==> config.mk <==
export PLATFORM = sky130hd
export DESIGN_NAME = refcounted_lru_slot_cache
export DESIGN_NICKNAME = d
export VERILOG_FILES = /design/src/hdl/rlsc_pkg.sv /design/src/hdl/rlsc_slot_ram.sv /design/src/hdl/refcounted_lru_slot_cache.sv
export SDC_FILE = /design/constraint.sdc
export NUM_CORES = 2
export LEC_CHECK = 0
export BUFFER_PORTS_ARGS = -buffer_cell sky130_fd_sc_hd__buf_2
export CAP_MARGIN = 5
export CORE_MARGIN = 2
export CORE_UTILIZATION = 40
export DETAILED_ROUTE_END_ITERATION = 7
export PLACE_DENSITY = 0.56
export SLEW_MARGIN = 20
export SYNTH_ARGS = -nofsm -noshare
export SYNTH_HDL_FRONTEND = slang
export SYNTH_HIERARCHICAL = 1
export SYNTH_SLANG_ARGS = --single-unit
==> constraint.sdc <==
create_clock -name clk_i -period 9.8 [get_ports clk_i]
set_input_delay 0.98 -clock clk_i [delete_from_list [all_inputs] [get_ports clk_i]]
set_output_delay 0.98 -clock clk_i [all_outputs]
set_load 0.005 [all_outputs]
==> src/hdl/rlsc_pkg.sv <==
// shared types and constants for the refcounted lru slot cache
// item structs, request kinds and sequencer states; no dependencies
package rlsc_pkg;

  localparam int unsigned SLOTS_DEF = 64;
  localparam int unsigned KEY_W     = 32;
  localparam int unsigned IDX_W     = 16;
  localparam int unsigned CNT_W     = 16;
  localparam int unsigned SC_W      = 15;

  typedef enum logic [1:0] {
    KIND_ALLOC   = 2'd0,
    KIND_RELEASE = 2'd1,
    KIND_TOUCH   = 2'd2,
    KIND_QUERY   = 2'd3
  } kind_e;

  typedef enum logic [2:0] {
    S_CLEAR,
    S_IDLE,
    S_SEARCH,
    S_DECIDE,
    S_FETCH,
    S_UPDATE
  } state_e;

  typedef enum logic {
    MODE_FRONT,
    MODE_BACK
  } mode_e;

  typedef struct packed {
    kind_e              kind;
    logic [KEY_W-1:0]   key;
    logic [IDX_W-1:0]   slot_index;
  } in_item_t;

  typedef struct packed {
    logic [IDX_W-1:0]   slot_out;
    logic               hit;
    logic               index_ok;
    logic [CNT_W-1:0]   use_count;
    logic [KEY_W-1:0]   key_out;
    logic               evicted_busy;
  } out_item_t;

endpackage

==> src/hdl/rlsc_slot_ram.sv <==
// slot record memory: one write port, one read port with registered data
// no package dependency
module rlsc_slot_ram #(
  parameter int unsigned DEPTH = 64,
  parameter int unsigned WIDTH = 55,
  parameter int unsigned AW    = 6
) (
  input  logic             clk_i,
  input  logic             we_i,
  input  logic [AW-1:0]    waddr_i,
  input  logic [WIDTH-1:0] wdata_i,
  input  logic             re_i,
  input  logic [AW-1:0]    raddr_i,
  output logic [WIDTH-1:0] rdata_o
);

  logic [WIDTH-1:0] mem [DEPTH];
  logic [WIDTH-1:0] rdata_q;

  always_ff @(posedge clk_i) begin
    if (we_i) begin
      mem[waddr_i] <= wdata_i;
    end
  end

  always_ff @(posedge clk_i) begin
    if (re_i) begin
      rdata_q <= mem[raddr_i];
    end
  end

  assign rdata_o = rdata_q;

endmodule

==> src/hdl/refcounted_lru_slot_cache.sv <==
// top level of the refcounted lru slot cache: sequencer and slot datapath
// depends on rlsc_pkg and rlsc_slot_ram

// After reset the block runs a clearing pass over the slot memory with
// busy_o high; items are taken once busy_o drops. All slot state (key,
// valid, count, recency rank) lives in one memory with a single read and a
// single write port, and the sequencer walks it one slot per cycle. An
// allocate makes two passes (key search, then rank update). A touch, or a
// release that drops a count to zero, reads the slot and then makes one rank
// pass. Other releases and queries of a cache slot read the slot and end
// without a pass; a static or out-of-range index gives its result in the
// next cycle. The result is shown on result_o for one cycle with done_o high
// and cannot be held off. The user must write configuration through cfg_we_i
// only while idle; the block itself does not enforce this.
module refcounted_lru_slot_cache
  import rlsc_pkg::*;
#(
  parameter int unsigned SLOTS = SLOTS_DEF
) (
  input  logic            clk_i,
  input  logic            rst_ni,
  input  logic            start_i,
  output logic            busy_o,
  input  in_item_t        req_i,
  output logic            done_o,
  output out_item_t       result_o,
  input  logic            cfg_we_i,
  input  logic [SC_W-1:0] cfg_wdata_i
);

  localparam int unsigned LOG = $clog2(SLOTS);
  localparam logic [LOG-1:0] LAST = LOG'(SLOTS - 1);
  localparam logic [LOG:0]   SLOTS_P = (LOG + 1)'(SLOTS);
  localparam logic [LOG:0]   LAST_P = (LOG + 1)'(SLOTS - 1);

  typedef struct packed {
    logic             valid;
    logic [KEY_W-1:0] key;
    logic [CNT_W-1:0] refs;
    logic [LOG-1:0]   rank;
  } rec_t;

  localparam int unsigned REC_W = $bits(rec_t);

  state_e           state_q, state_d;
  logic [LOG:0]     ptr_q, ptr_d;
  logic             rv_q, rv_d;
  logic [LOG-1:0]   ra_q, ra_d;
  kind_e            kind_q, kind_d;
  logic [KEY_W-1:0] key_q, key_d;
  logic [LOG-1:0]   slot_q, slot_d;
  logic [LOG-1:0]   p_q, p_d;
  mode_e            mode_q, mode_d;
  rec_t             new_rec_q, new_rec_d;
  logic             found_q, found_d;
  logic [LOG-1:0]   hit_slot_q, hit_slot_d;
  rec_t             hit_rec_q, hit_rec_d;
  logic [LOG-1:0]   lru_slot_q, lru_slot_d;
  rec_t             lru_rec_q, lru_rec_d;
  logic [SC_W-1:0]  sc_q;
  out_item_t        result_q, result_d;
  logic             done_q, done_d;

  logic             mem_we;
  logic [LOG-1:0]   mem_waddr;
  rec_t             mem_wdata;
  logic             mem_re;
  logic [LOG-1:0]   mem_raddr;
  logic [REC_W-1:0] mem_rdata;
  rec_t             rd_rec;

  logic             accept;
  logic [IDX_W:0]   idx_ext;
  logic [IDX_W:0]   sc_ext;
  logic [IDX_W:0]   cache_lim;
  logic             is_static;
  logic             is_cache;
  logic [IDX_W-1:0] idx_diff;
  logic [LOG-1:0]   acc_slot;
  logic             sweep_last;

  assign rd_rec     = rec_t'(mem_rdata);
  assign accept     = start_i && (state_q == S_IDLE);
  assign busy_o     = (state_q != S_IDLE);
  assign done_o     = done_q;
  assign result_o   = result_q;
  assign sweep_last = rv_q && (ra_q == LAST);

  // global index decode against static_count
  assign idx_ext   = {1'b0, req_i.slot_index};
  assign sc_ext    = {2'b00, sc_q};
  assign cache_lim = sc_ext + (IDX_W + 1)'(SLOTS);
  assign is_static = idx_ext < sc_ext;
  assign is_cache  = !is_static && (idx_ext < cache_lim);
  assign idx_diff  = req_i.slot_index - {1'b0, sc_q};
  assign acc_slot  = idx_diff[LOG-1:0];

  rlsc_slot_ram #(
    .DEPTH (SLOTS),
    .WIDTH (REC_W),
    .AW    (LOG)
  ) u_slot_ram (
    .clk_i   (clk_i),
    .we_i    (mem_we),
    .waddr_i (mem_waddr),
    .wdata_i (mem_wdata),
    .re_i    (mem_re),
    .raddr_i (mem_raddr),
    .rdata_o (mem_rdata)
  );

  // next state
  always_comb begin
    state_d = state_q;
    unique case (state_q)
      S_CLEAR: begin
        if (ptr_q == LAST_P) begin
          state_d = S_IDLE;
        end
      end
      S_IDLE: begin
        if (accept) begin
          if (req_i.kind == KIND_ALLOC) begin
            state_d = S_SEARCH;
          end else if (is_cache) begin
            state_d = S_FETCH;
          end
        end
      end
      S_SEARCH: begin
        if (sweep_last) begin
          state_d = S_DECIDE;
        end
      end
      S_DECIDE: begin
        state_d = S_UPDATE;
      end
      S_FETCH: begin
        if (kind_q == KIND_TOUCH ||
            (kind_q == KIND_RELEASE && rd_rec.refs == CNT_W'(1))) begin
          state_d = S_UPDATE;
        end else begin
          state_d = S_IDLE;
        end
      end
      S_UPDATE: begin
        if (sweep_last) begin
          state_d = S_IDLE;
        end
      end
      default: begin
        state_d = S_IDLE;
      end
    endcase
  end

  // datapath and memory control
  always_comb begin
    rec_t nr;
    rec_t wr;

    ptr_d      = ptr_q;
    rv_d       = 1'b0;
    ra_d       = ra_q;
    kind_d     = kind_q;
    key_d      = key_q;
    slot_d     = slot_q;
    p_d        = p_q;
    mode_d     = mode_q;
    new_rec_d  = new_rec_q;
    found_d    = found_q;
    hit_slot_d = hit_slot_q;
    hit_rec_d  = hit_rec_q;
    lru_slot_d = lru_slot_q;
    lru_rec_d  = lru_rec_q;
    result_d   = result_q;
    done_d     = 1'b0;
    mem_we     = 1'b0;
    mem_waddr  = ra_q;
    mem_wdata  = rd_rec;
    mem_re     = 1'b0;
    mem_raddr  = ptr_q[LOG-1:0];
    nr         = rd_rec;
    wr         = rd_rec;

    // one slot read per cycle during the passes
    if ((state_q == S_SEARCH || state_q == S_UPDATE) && ptr_q < SLOTS_P) begin
      mem_re    = 1'b1;
      mem_raddr = ptr_q[LOG-1:0];
      ptr_d     = ptr_q + (LOG + 1)'(1);
      rv_d      = 1'b1;
      ra_d      = ptr_q[LOG-1:0];
    end

    unique case (state_q)
      S_CLEAR: begin
        mem_we          = 1'b1;
        mem_waddr       = ptr_q[LOG-1:0];
        mem_wdata.valid = 1'b0;
        mem_wdata.key   = '0;
        mem_wdata.refs  = '0;
        mem_wdata.rank  = ptr_q[LOG-1:0];
        ptr_d           = ptr_q + (LOG + 1)'(1);
      end
      S_IDLE: begin
        ptr_d = '0;
        if (accept) begin
          kind_d                = req_i.kind;
          key_d                 = req_i.key;
          slot_d                = acc_slot;
          found_d               = 1'b0;
          result_d.slot_out     = req_i.slot_index;
          result_d.hit          = 1'b0;
          result_d.evicted_busy = 1'b0;
          result_d.index_ok     = 1'b0;
          result_d.use_count    = '0;
          result_d.key_out      = '0;
          if (req_i.kind != KIND_ALLOC) begin
            if (is_cache) begin
              mem_re    = 1'b1;
              mem_raddr = acc_slot;
            end else begin
              result_d.index_ok  = is_static;
              result_d.use_count = is_static ? CNT_W'(1) : '0;
              done_d             = 1'b1;
            end
          end
        end
      end
      S_SEARCH: begin
        if (rv_q) begin
          // first valid match wins
          if (!found_q && rd_rec.valid && rd_rec.key == key_q) begin
            found_d    = 1'b1;
            hit_slot_d = ra_q;
            hit_rec_d  = rd_rec;
          end
          if (rd_rec.rank == LAST) begin
            lru_slot_d = ra_q;
            lru_rec_d  = rd_rec;
          end
        end
      end
      S_DECIDE: begin
        ptr_d  = '0;
        mode_d = MODE_FRONT;
        if (found_q) begin
          slot_d = hit_slot_q;
          p_d    = hit_rec_q.rank;
          nr     = hit_rec_q;
          if (hit_rec_q.refs != '1) begin
            nr.refs = hit_rec_q.refs + CNT_W'(1);
          end
          result_d.evicted_busy = 1'b0;
        end else begin
          slot_d   = lru_slot_q;
          p_d      = lru_rec_q.rank;
          nr.valid = 1'b1;
          nr.key   = key_q;
          nr.refs  = CNT_W'(1);
          result_d.evicted_busy = (lru_rec_q.refs != '0);
        end
        nr.rank            = '0;
        new_rec_d          = nr;
        result_d.slot_out  = {1'b0, sc_q} +
                             IDX_W'(found_q ? hit_slot_q : lru_slot_q);
        result_d.hit       = found_q;
        result_d.index_ok  = 1'b1;
        result_d.use_count = nr.refs;
        result_d.key_out   = nr.key;
      end
      S_FETCH: begin
        ptr_d = '0;
        p_d   = rd_rec.rank;
        unique case (kind_q)
          KIND_RELEASE: begin
            if (rd_rec.refs != '0) begin
              nr.refs = rd_rec.refs - CNT_W'(1);
              if (rd_rec.refs == CNT_W'(1)) begin
                // count hits zero: drop the key and send the slot to the back
                nr.valid = 1'b0;
                nr.rank  = LAST;
                mode_d   = MODE_BACK;
              end else begin
                mem_we    = 1'b1;
                mem_waddr = slot_q;
                mem_wdata = nr;
                done_d    = 1'b1;
              end
            end else begin
              done_d = 1'b1;
            end
          end
          KIND_TOUCH: begin
            nr.rank = '0;
            mode_d  = MODE_FRONT;
          end
          KIND_QUERY: begin
            done_d = 1'b1;
          end
          default: begin
            done_d = 1'b1;
          end
        endcase
        new_rec_d          = nr;
        result_d.index_ok  = 1'b1;
        result_d.use_count = nr.refs;
        result_d.key_out   = nr.key;
      end
      S_UPDATE: begin
        if (rv_q) begin
          if (ra_q == slot_q) begin
            wr = new_rec_q;
          end else if (mode_q == MODE_FRONT && rd_rec.rank < p_q) begin
            wr.rank = rd_rec.rank + LOG'(1);
          end else if (mode_q == MODE_BACK && rd_rec.rank > p_q) begin
            wr.rank = rd_rec.rank - LOG'(1);
          end
          mem_we    = 1'b1;
          mem_waddr = ra_q;
          mem_wdata = wr;
          done_d    = (ra_q == LAST);
        end
      end
      default: begin
        ptr_d = '0;
      end
    endcase
  end

  always_ff @(posedge clk_i or negedge rst_ni) begin
    if (!rst_ni) begin
      state_q <= S_CLEAR;
      ptr_q   <= '0;
      rv_q    <= 1'b0;
      done_q  <= 1'b0;
      sc_q    <= '0;
    end else begin
      state_q <= state_d;
      ptr_q   <= ptr_d;
      rv_q    <= rv_d;
      done_q  <= done_d;
      if (cfg_we_i) begin
        sc_q <= cfg_wdata_i;
      end
    end
  end

  always_ff @(posedge clk_i) begin
    ra_q       <= ra_d;
    kind_q     <= kind_d;
    key_q      <= key_d;
    slot_q     <= slot_d;
    p_q        <= p_d;
    mode_q     <= mode_d;
    new_rec_q  <= new_rec_d;
    found_q    <= found_d;
    hit_slot_q <= hit_slot_d;
    hit_rec_q  <= hit_rec_d;
    lru_slot_q <= lru_slot_d;
    lru_rec_q  <= lru_rec_d;
    result_q   <= result_d;
  end

`ifndef SYNTHESIS
  a_no_result_in_clear: assert property (@(posedge clk_i) disable iff (!rst_ni)
    (state_q == S_CLEAR) |-> !done_o)
    else $error("result during clearing pass");

  a_hit_not_evicting: assert property (@(posedge clk_i) disable iff (!rst_ni)
    done_o |-> !(result_o.hit && result_o.evicted_busy))
    else $error("hit reported together with eviction");

  a_evict_count_one: assert property (@(posedge clk_i) disable iff (!rst_ni)
    (done_o && result_o.evicted_busy) |-> (result_o.use_count == CNT_W'(1)))
    else $error("evicting miss does not report count one");

  a_read_only_in_pass: assert property (@(posedge clk_i) disable iff (!rst_ni)
    rv_q |-> (state_q == S_SEARCH || state_q == S_UPDATE))
    else $error("pass read data outside a pass");

  a_done_ends_busy: assert property (@(posedge clk_i) disable iff (!rst_ni)
    ($past(state_q) == S_UPDATE && done_o) |-> !busy_o)
    else $error("still busy after update pass result");
`endif

endmodule
; ---- Word level (Yosys, flattened, before mapping)
; Memory sizes are Yosys's and may differ from the RTL's. A register that Yosys moved wholly into a read port is not among the register bits.
; Index checks and enable logic that the tools add are counted.
[totals]
reg_bits = 292
latchBits = 0
mem_bits_rw = 3520
rom_bits = 0
in_bits = 69
out_inout_bits = 69
word_cells = 180
n_memories = 1
[memory_table]
columns = name, depth, word_bits, read_ports, rd_clocked_by_memory_dff, write_ports, line
row1 = u_slot_ram.mem, 64, 55, 1, 1, 1, rlsc_slot_ram.sv:17  ; logic [WIDTH-1:0] mem [DEPTH];
[classes]
addsub = 8
n_mul = 0
n_div = 0
order_cmp = 5
n_eq_ne = 26
n_shift = 0
muxes = 78
bitwise = 1
n_reduce_logical = 31
[ops]
columns = operator, n
row1 = 55-bit one-hot mux with 3 select lines, 1
row2 = 49-bit one-hot mux with 3 select lines, 1
row3 = 55-bit one-hot mux with 2 select lines, 1
row4 = 49-bit two-way mux, 2
row5 = 6-bit two-way mux, 15
row6 = 22-bit two-way mux, 4
row7 = 67-bit two-way mux, 1
row8 = 55-bit two-way mux, 1
row9 = 6-bit one-hot mux with 2 select lines, 4
row10 = 17-bit two-way mux, 2
row11 = 17-bit one-hot mux with 2 select lines, 1
row12 = 32-bit equality test, 1
row13 = 16-bit two-way mux, 2
row14 = 16-bit nonzero test, 2
row15 = 1-bit two-way mux, 26
row16 = 3-bit two-way mux, 7
row17 = 3-bit one-hot mux with 6 select lines, 1
row18 = 15-bit by 6-bit adder with 16-bit output, 1
row19 = 15-bit by 7-bit adder with 16-bit output (second input constant), 1
row20 = 16-bit by 1-bit adder with 16-bit output (second input constant), 1
row21 = 16-bit by 1-bit equality test with 1-bit output (second input constant), 1
row22 = 16-bit by 15-bit < comparator with 1-bit output, 1
row23 = 16-bit < comparator, 1
row24 = 16-bit inequality test (second input constant), 1
row25 = 38 further kinds, 70

; ---- Longest topological paths before layout
[logic_depth]
depth_word = 8
depth_mapped = 22
mapped_depth_nobuf = 17

; ---- By module
; The synthesis kept the hierarchy.
[by_module_without_submodules]
columns = module, instances, cells_per_inst, area_per_inst_um2, seq_area_each_um2
row1 = rlsc_slot_ram, 1, 5717, 135027.0, 107353.0
row2 = refcounted_lru_slot_cache, 1, 1350, 15285.9, 8633.3

; ---- Worst setup path before layout
; No wires, ideal clock.
[synth_path]
path_kind = reg2reg
startpoint = reg state_q[1]
endpoint = reg hit_rec_q[0] (netlist bit), enable pin
setup_ps = 630
arrival_time_ps = 7183
required_ps = 9170
slack_ps = 1987
stages_incl_launch_ff = 9
path_buffers = 1
synth_period_minus_slack_ps = 7813
path_cell_list = dfrtp_1 -> clkbuf_8 -> inv_1 -> nor2_1 -> nand2_1 -> inv_1 -> nand4_1 -> or4_1 -> nor4_1
[synth_via]
elab_chain_cells = 2
[synth_rtl]
columns = element, line
row1 = from (decl), refcounted_lru_slot_cache.sv:45  ; state_e state_q, state_d;
row2 = from (signal assigned), refcounted_lru_slot_cache.sv:339  ; state_q <= state_d;
row3 = 3-bit by 2-bit equality test with 1-bit output, refcounted_lru_slot_cache.sv:195  ; unique case (state_q)
row4 = 3-bit AND reduction (no source line), -
row5 = to (signal assigned), refcounted_lru_slot_cache.sv:359  ; hit_rec_q <= hit_rec_d;
row6 = to (decl), refcounted_lru_slot_cache.sv:57  ; rec_t hit_rec_q, hit_rec_d;
; Every way passes these cells.
; A chain may end at the register's enable or synchronous reset.

; ---- Worst setup path in the final report
[layout_path]
startpoint = reg u_slot_ram.rdata_q[17], in the netlist u_slot_ram/rdata_o[17] (read register of u_slot_ram.mem)
endpoint = mem u_slot_ram.mem[47][9], enable pin
[layout_via]
elab_cells_between_ends = 12
cone_classes = 1 x eq/ne / 10 x mux / 1 x reduce/logical
[layout_rtl]
columns = element, line
row1 = from (decl), rlsc_slot_ram.sv:18  ; logic [WIDTH-1:0] rdata_q;
row2 = 16-bit by 1-bit equality test with 1-bit output, refcounted_lru_slot_cache.sv:279  ; if (rd_rec.refs == CNT_W'(1)) begin
row3 = 6-bit two-way mux, refcounted_lru_slot_cache.sv:279
row4 = 6-bit two-way mux (*), refcounted_lru_slot_cache.sv:277  ; if (rd_rec.refs != '0) begin
row5 = 6-bit two-way mux (*), refcounted_lru_slot_cache.sv:275  ; unique case (kind_q)
row6 = 6-bit one-hot mux with 2 select lines (*), refcounted_lru_slot_cache.sv:195
row7 = named net mem_waddr[5], refcounted_lru_slot_cache.sv:65  ; logic [LOG-1:0] mem_waddr;
row8 = to (decl), rlsc_slot_ram.sv:17
; The timed path passes the listed nets; every way through them passes the cells marked *.

==> out/qor.csv <==
metric,value,unit
status,"finished, final reports clean",
critPathArrivalTime,7.44,ns
critPathKind,reg2reg,
via_count,79000,
grt_max_degree,101,
postRouteWirelength,472,mm
hold_path.class,in2async,
nNetsFinal,7557,
clk_pin_slew_worst_paths,0.06,ns
pin_count,138,
drt-initial-drc-count,11200,
synth_area_leader_cell,edfxtp_1,
grt_first_pass_wirelength,645,mm
startpoint_type,register,
tns,0,ns
cap_violations,0,
pwr-share-seq,46.0,%
synth.cell_area,150000,um^2
first_pass_iters,7,
p_int,34100,uW
period_share,70.2,%
p_leak,0.0521,uW
synth_fp_nets,7186,
cts_setup_buffers,0,
pwr-share-clk,30.2,%
cts.sinks,3867,
netSwitchingFraction,30.0,%
ys_async_sr_fraction,0.698,%
gr-total-overflow,0,
die_y,617,um
initial_utilization,40.1,%
worst_slew_pin_slew,1.18,ns
ys_types,84,
synthFlopType,edfxtp_1,
synth_area_leaders,"edfxtp_1 (77%), mux4_2 (13%), o22ai_1 (0.95%)",
cts_resized,0,
multi_input_area,33000,um^2
ys_ff_latch,3867,
yosys_warnings,6,
critPathMaxFanout,27,
via_per_inst,6.19,
drcViolationCount,0,
register_area,116000,um^2
h-tree-depth,5,
die_w,617,um
power_density,285,nW/um^2
ys_seq_area_share,77.2,%
portBuffers,137,
r2r_setup_slack,2.92,ns
rsz0062_at_grt,no,
cts_buffer_depth,4,
max_freq,145,MHz
core-area,375000,um^2
grt_util_all_layers,24.4,%
final.fill_count,31300,
hpwl,264,mm
drtAntennaViolNets,0,
fp.dieArea,381000,um^2
irDropWorstVdd,0.214,mV
syn2layout_area_growth,13.6,%
wl_per_cell,37.0,um
cts_tree,yes,
finalCriticalPeriod,6.88,ns
critPathRequiredTime,10.36,ns
setup_viol,0,
power_switching,14600,uW
clk_latency,1.00,ns
drive_gt1_share,26.4,%
reg2regPathDepth,9,
cts_buffers,393,
synth_enable_flop_cells,3840,
maxSlewViolCount,0,
synth_top_area_share,76.7,%
place.gp.congestion,0.837,
whs,0.0716,ns
fin_skew,0.0757,ns
syn_avg_cell_area,21.3,um^2
hold_buffers,0,
syn_inst,7067,
hold_violations,0,
endpoint_kind,register,
slew_headroom,21.4,%
grt_antenna_before_repair,25,
p_comb_share,23.8,%
core.rowCount,225,
grt_pass1_vias,77900,
p_total,48700,uW
cts_root_buffer,clkbuf_16,
==> sequential cells by signal, indices dropped and copies added (netlist names), 15 cells and up <==
register	count
hit_rec_q	55
u_slot_ram/rdata_o	55
lru_rec_q	22
sc_q	15
key_q	32
u_slot_ram/mem	3520
new_rec_q	55
result_o	67
==> cell usage after synthesis (all sizes together), types with 15 or more instances <==
master / count
edfxtp: 3840
mux4: 862
buf: 231
o22ai: 228
nand2: 203
nor2: 186
clkbuf: 168
o21ai: 148
a21oi: 124
mux2i: 121
o221ai: 87
mux2: 84
nor4: 65
nand3: 58
xnor2: 53
inv: 50
ha: 48
nand4: 46
a22o: 45
a211oi: 40
nand2b: 38
nor3: 32
o21a: 31
a22oi: 30
xor2: 30
dfrtp: 27
nor2b: 23
or2: 19
o211ai: 15
==> worst paths after layout <==
check,start,to
min,rst_ni,sc_q[12]$_DFFE_PN0P_
max in group asynchronous,rst_ni,state_q[0]$_DFFE_PN0P_
min in group clk_i,req_i[44],key_q[28]$_DFFE_PP_
max reg2reg,u_slot_ram/rdata_o[17]$_DFFE_PP_,u_slot_ram/mem[47][9]$_DFFE_PP_
max,u_slot_ram/rdata_o[17]$_DFFE_PP_,u_slot_ram/mem[47][9]$_DFFE_PP_
min reg2reg,ptr_q[0]$_DFFE_PN0P_,ra_q[0]$_DFFE_PP_
==> kinds of logic (layout without fill, tap and decap cells) <==
group | Yosys count | in the layout | synth area share (%)
AOI/OAI and AO/OA | 815 | 815 | 3.61
xor gates and xnor gates | 83 | 83 | 0.484
adders and majority gates | 50 | 50 | 0.426
buffers and inverters | 451 | 1138 | 1.57
DFF | 3867 | 3867 | 77.2
muxes | 1067 | 1067 | 14.4
other | 0 | 14 | 0
and+or+nand+nor | 734 | 734 | 2.40
==> layout make-up <==
class | instances | share of cell area (%)
Inverter | 52 | 0.114
Clock buffer | 477 | 6.02
Multi-Input combinational cell | 2749 | 19.3
Timing Repair Buffer | 375 | 1.70
Antenna cell | 14 | 0.0205
Sequential cell | 3867 | 67.9
Tap cell | 4994 | 3.66
Clock inverter | 234 | 1.25
==> layout by cell type (no fill, tap or decap), drive strengths merged, types with 14 or more instances in the layout <==
cell type / instances
ha: 48
xor2: 30
nand3: 58
clkbuf: 477
or2: 19
edfxtp: 3840
mux2: 84
o221ai: 87
o21a: 31
a211oi: 40
a21oi: 124
bufinv: 33
clkinv: 186
and3: 14
nand4: 46
o211ai: 15
buf: 375
nor3: 32
dfrtp: 27
nor2b: 23
o21ai: 148
a22o: 45
o22ai: 228
mux4: 862
diode: 14
a22oi: 30
o22a: 14
nor2: 186
inv: 65
nand2: 203
xnor2: 53
nor4: 65
mux2i: 121
nand2b: 38
==> critical path, stage by stage (launching register included) <==
cell and delay [ns]:
edfxtp_1 0.72, or4_4 0.69, or3_4 0.45, o31a_1 0.45, nand2_1 0.31, o22ai_1 0.14, a21oi_1 0.77, nand4b_1 1.04
nor2_4 0.89, buf_4 0.83
==> power groups by stage <==
stage	logic (uW)	registers (uW)	clock network (uW)
after global placement	11300	22700	0
after floorplan	7520	22500	0
after global routing	12300	22500	15500
after detailed placement	11500	22800	0
after CTS	11500	22500	14900
final	11600	22400	14700
==> layer usage <==
layer | routed length [um] | global-route usage [%] | vias to the layer above
li1 | - | - | 30600
met1 | 184000 | 33.4 | 43300
met2 | 224000 | 39.5 | 4268
met3 | 41800 | 3.81 | 848
met4 | 21400 | 9.86 | 6
met5 | 41 | 0 | -
==> per-stage QoR <==
step,util (%),instances,setup slack [ns],instance area (um^2)
floorplan,-,7067,1.99,150000
global placement,42.2,12000,2.75,158000
detailed placement,42.2,12000,2.67,158000
CTS,45.5,12700,2.81,171000
global route,45.6,12800,2.76,171000
finish,45.6,12800,2.92,171000
Note: power is estimated with default switching activity, not from simulation.
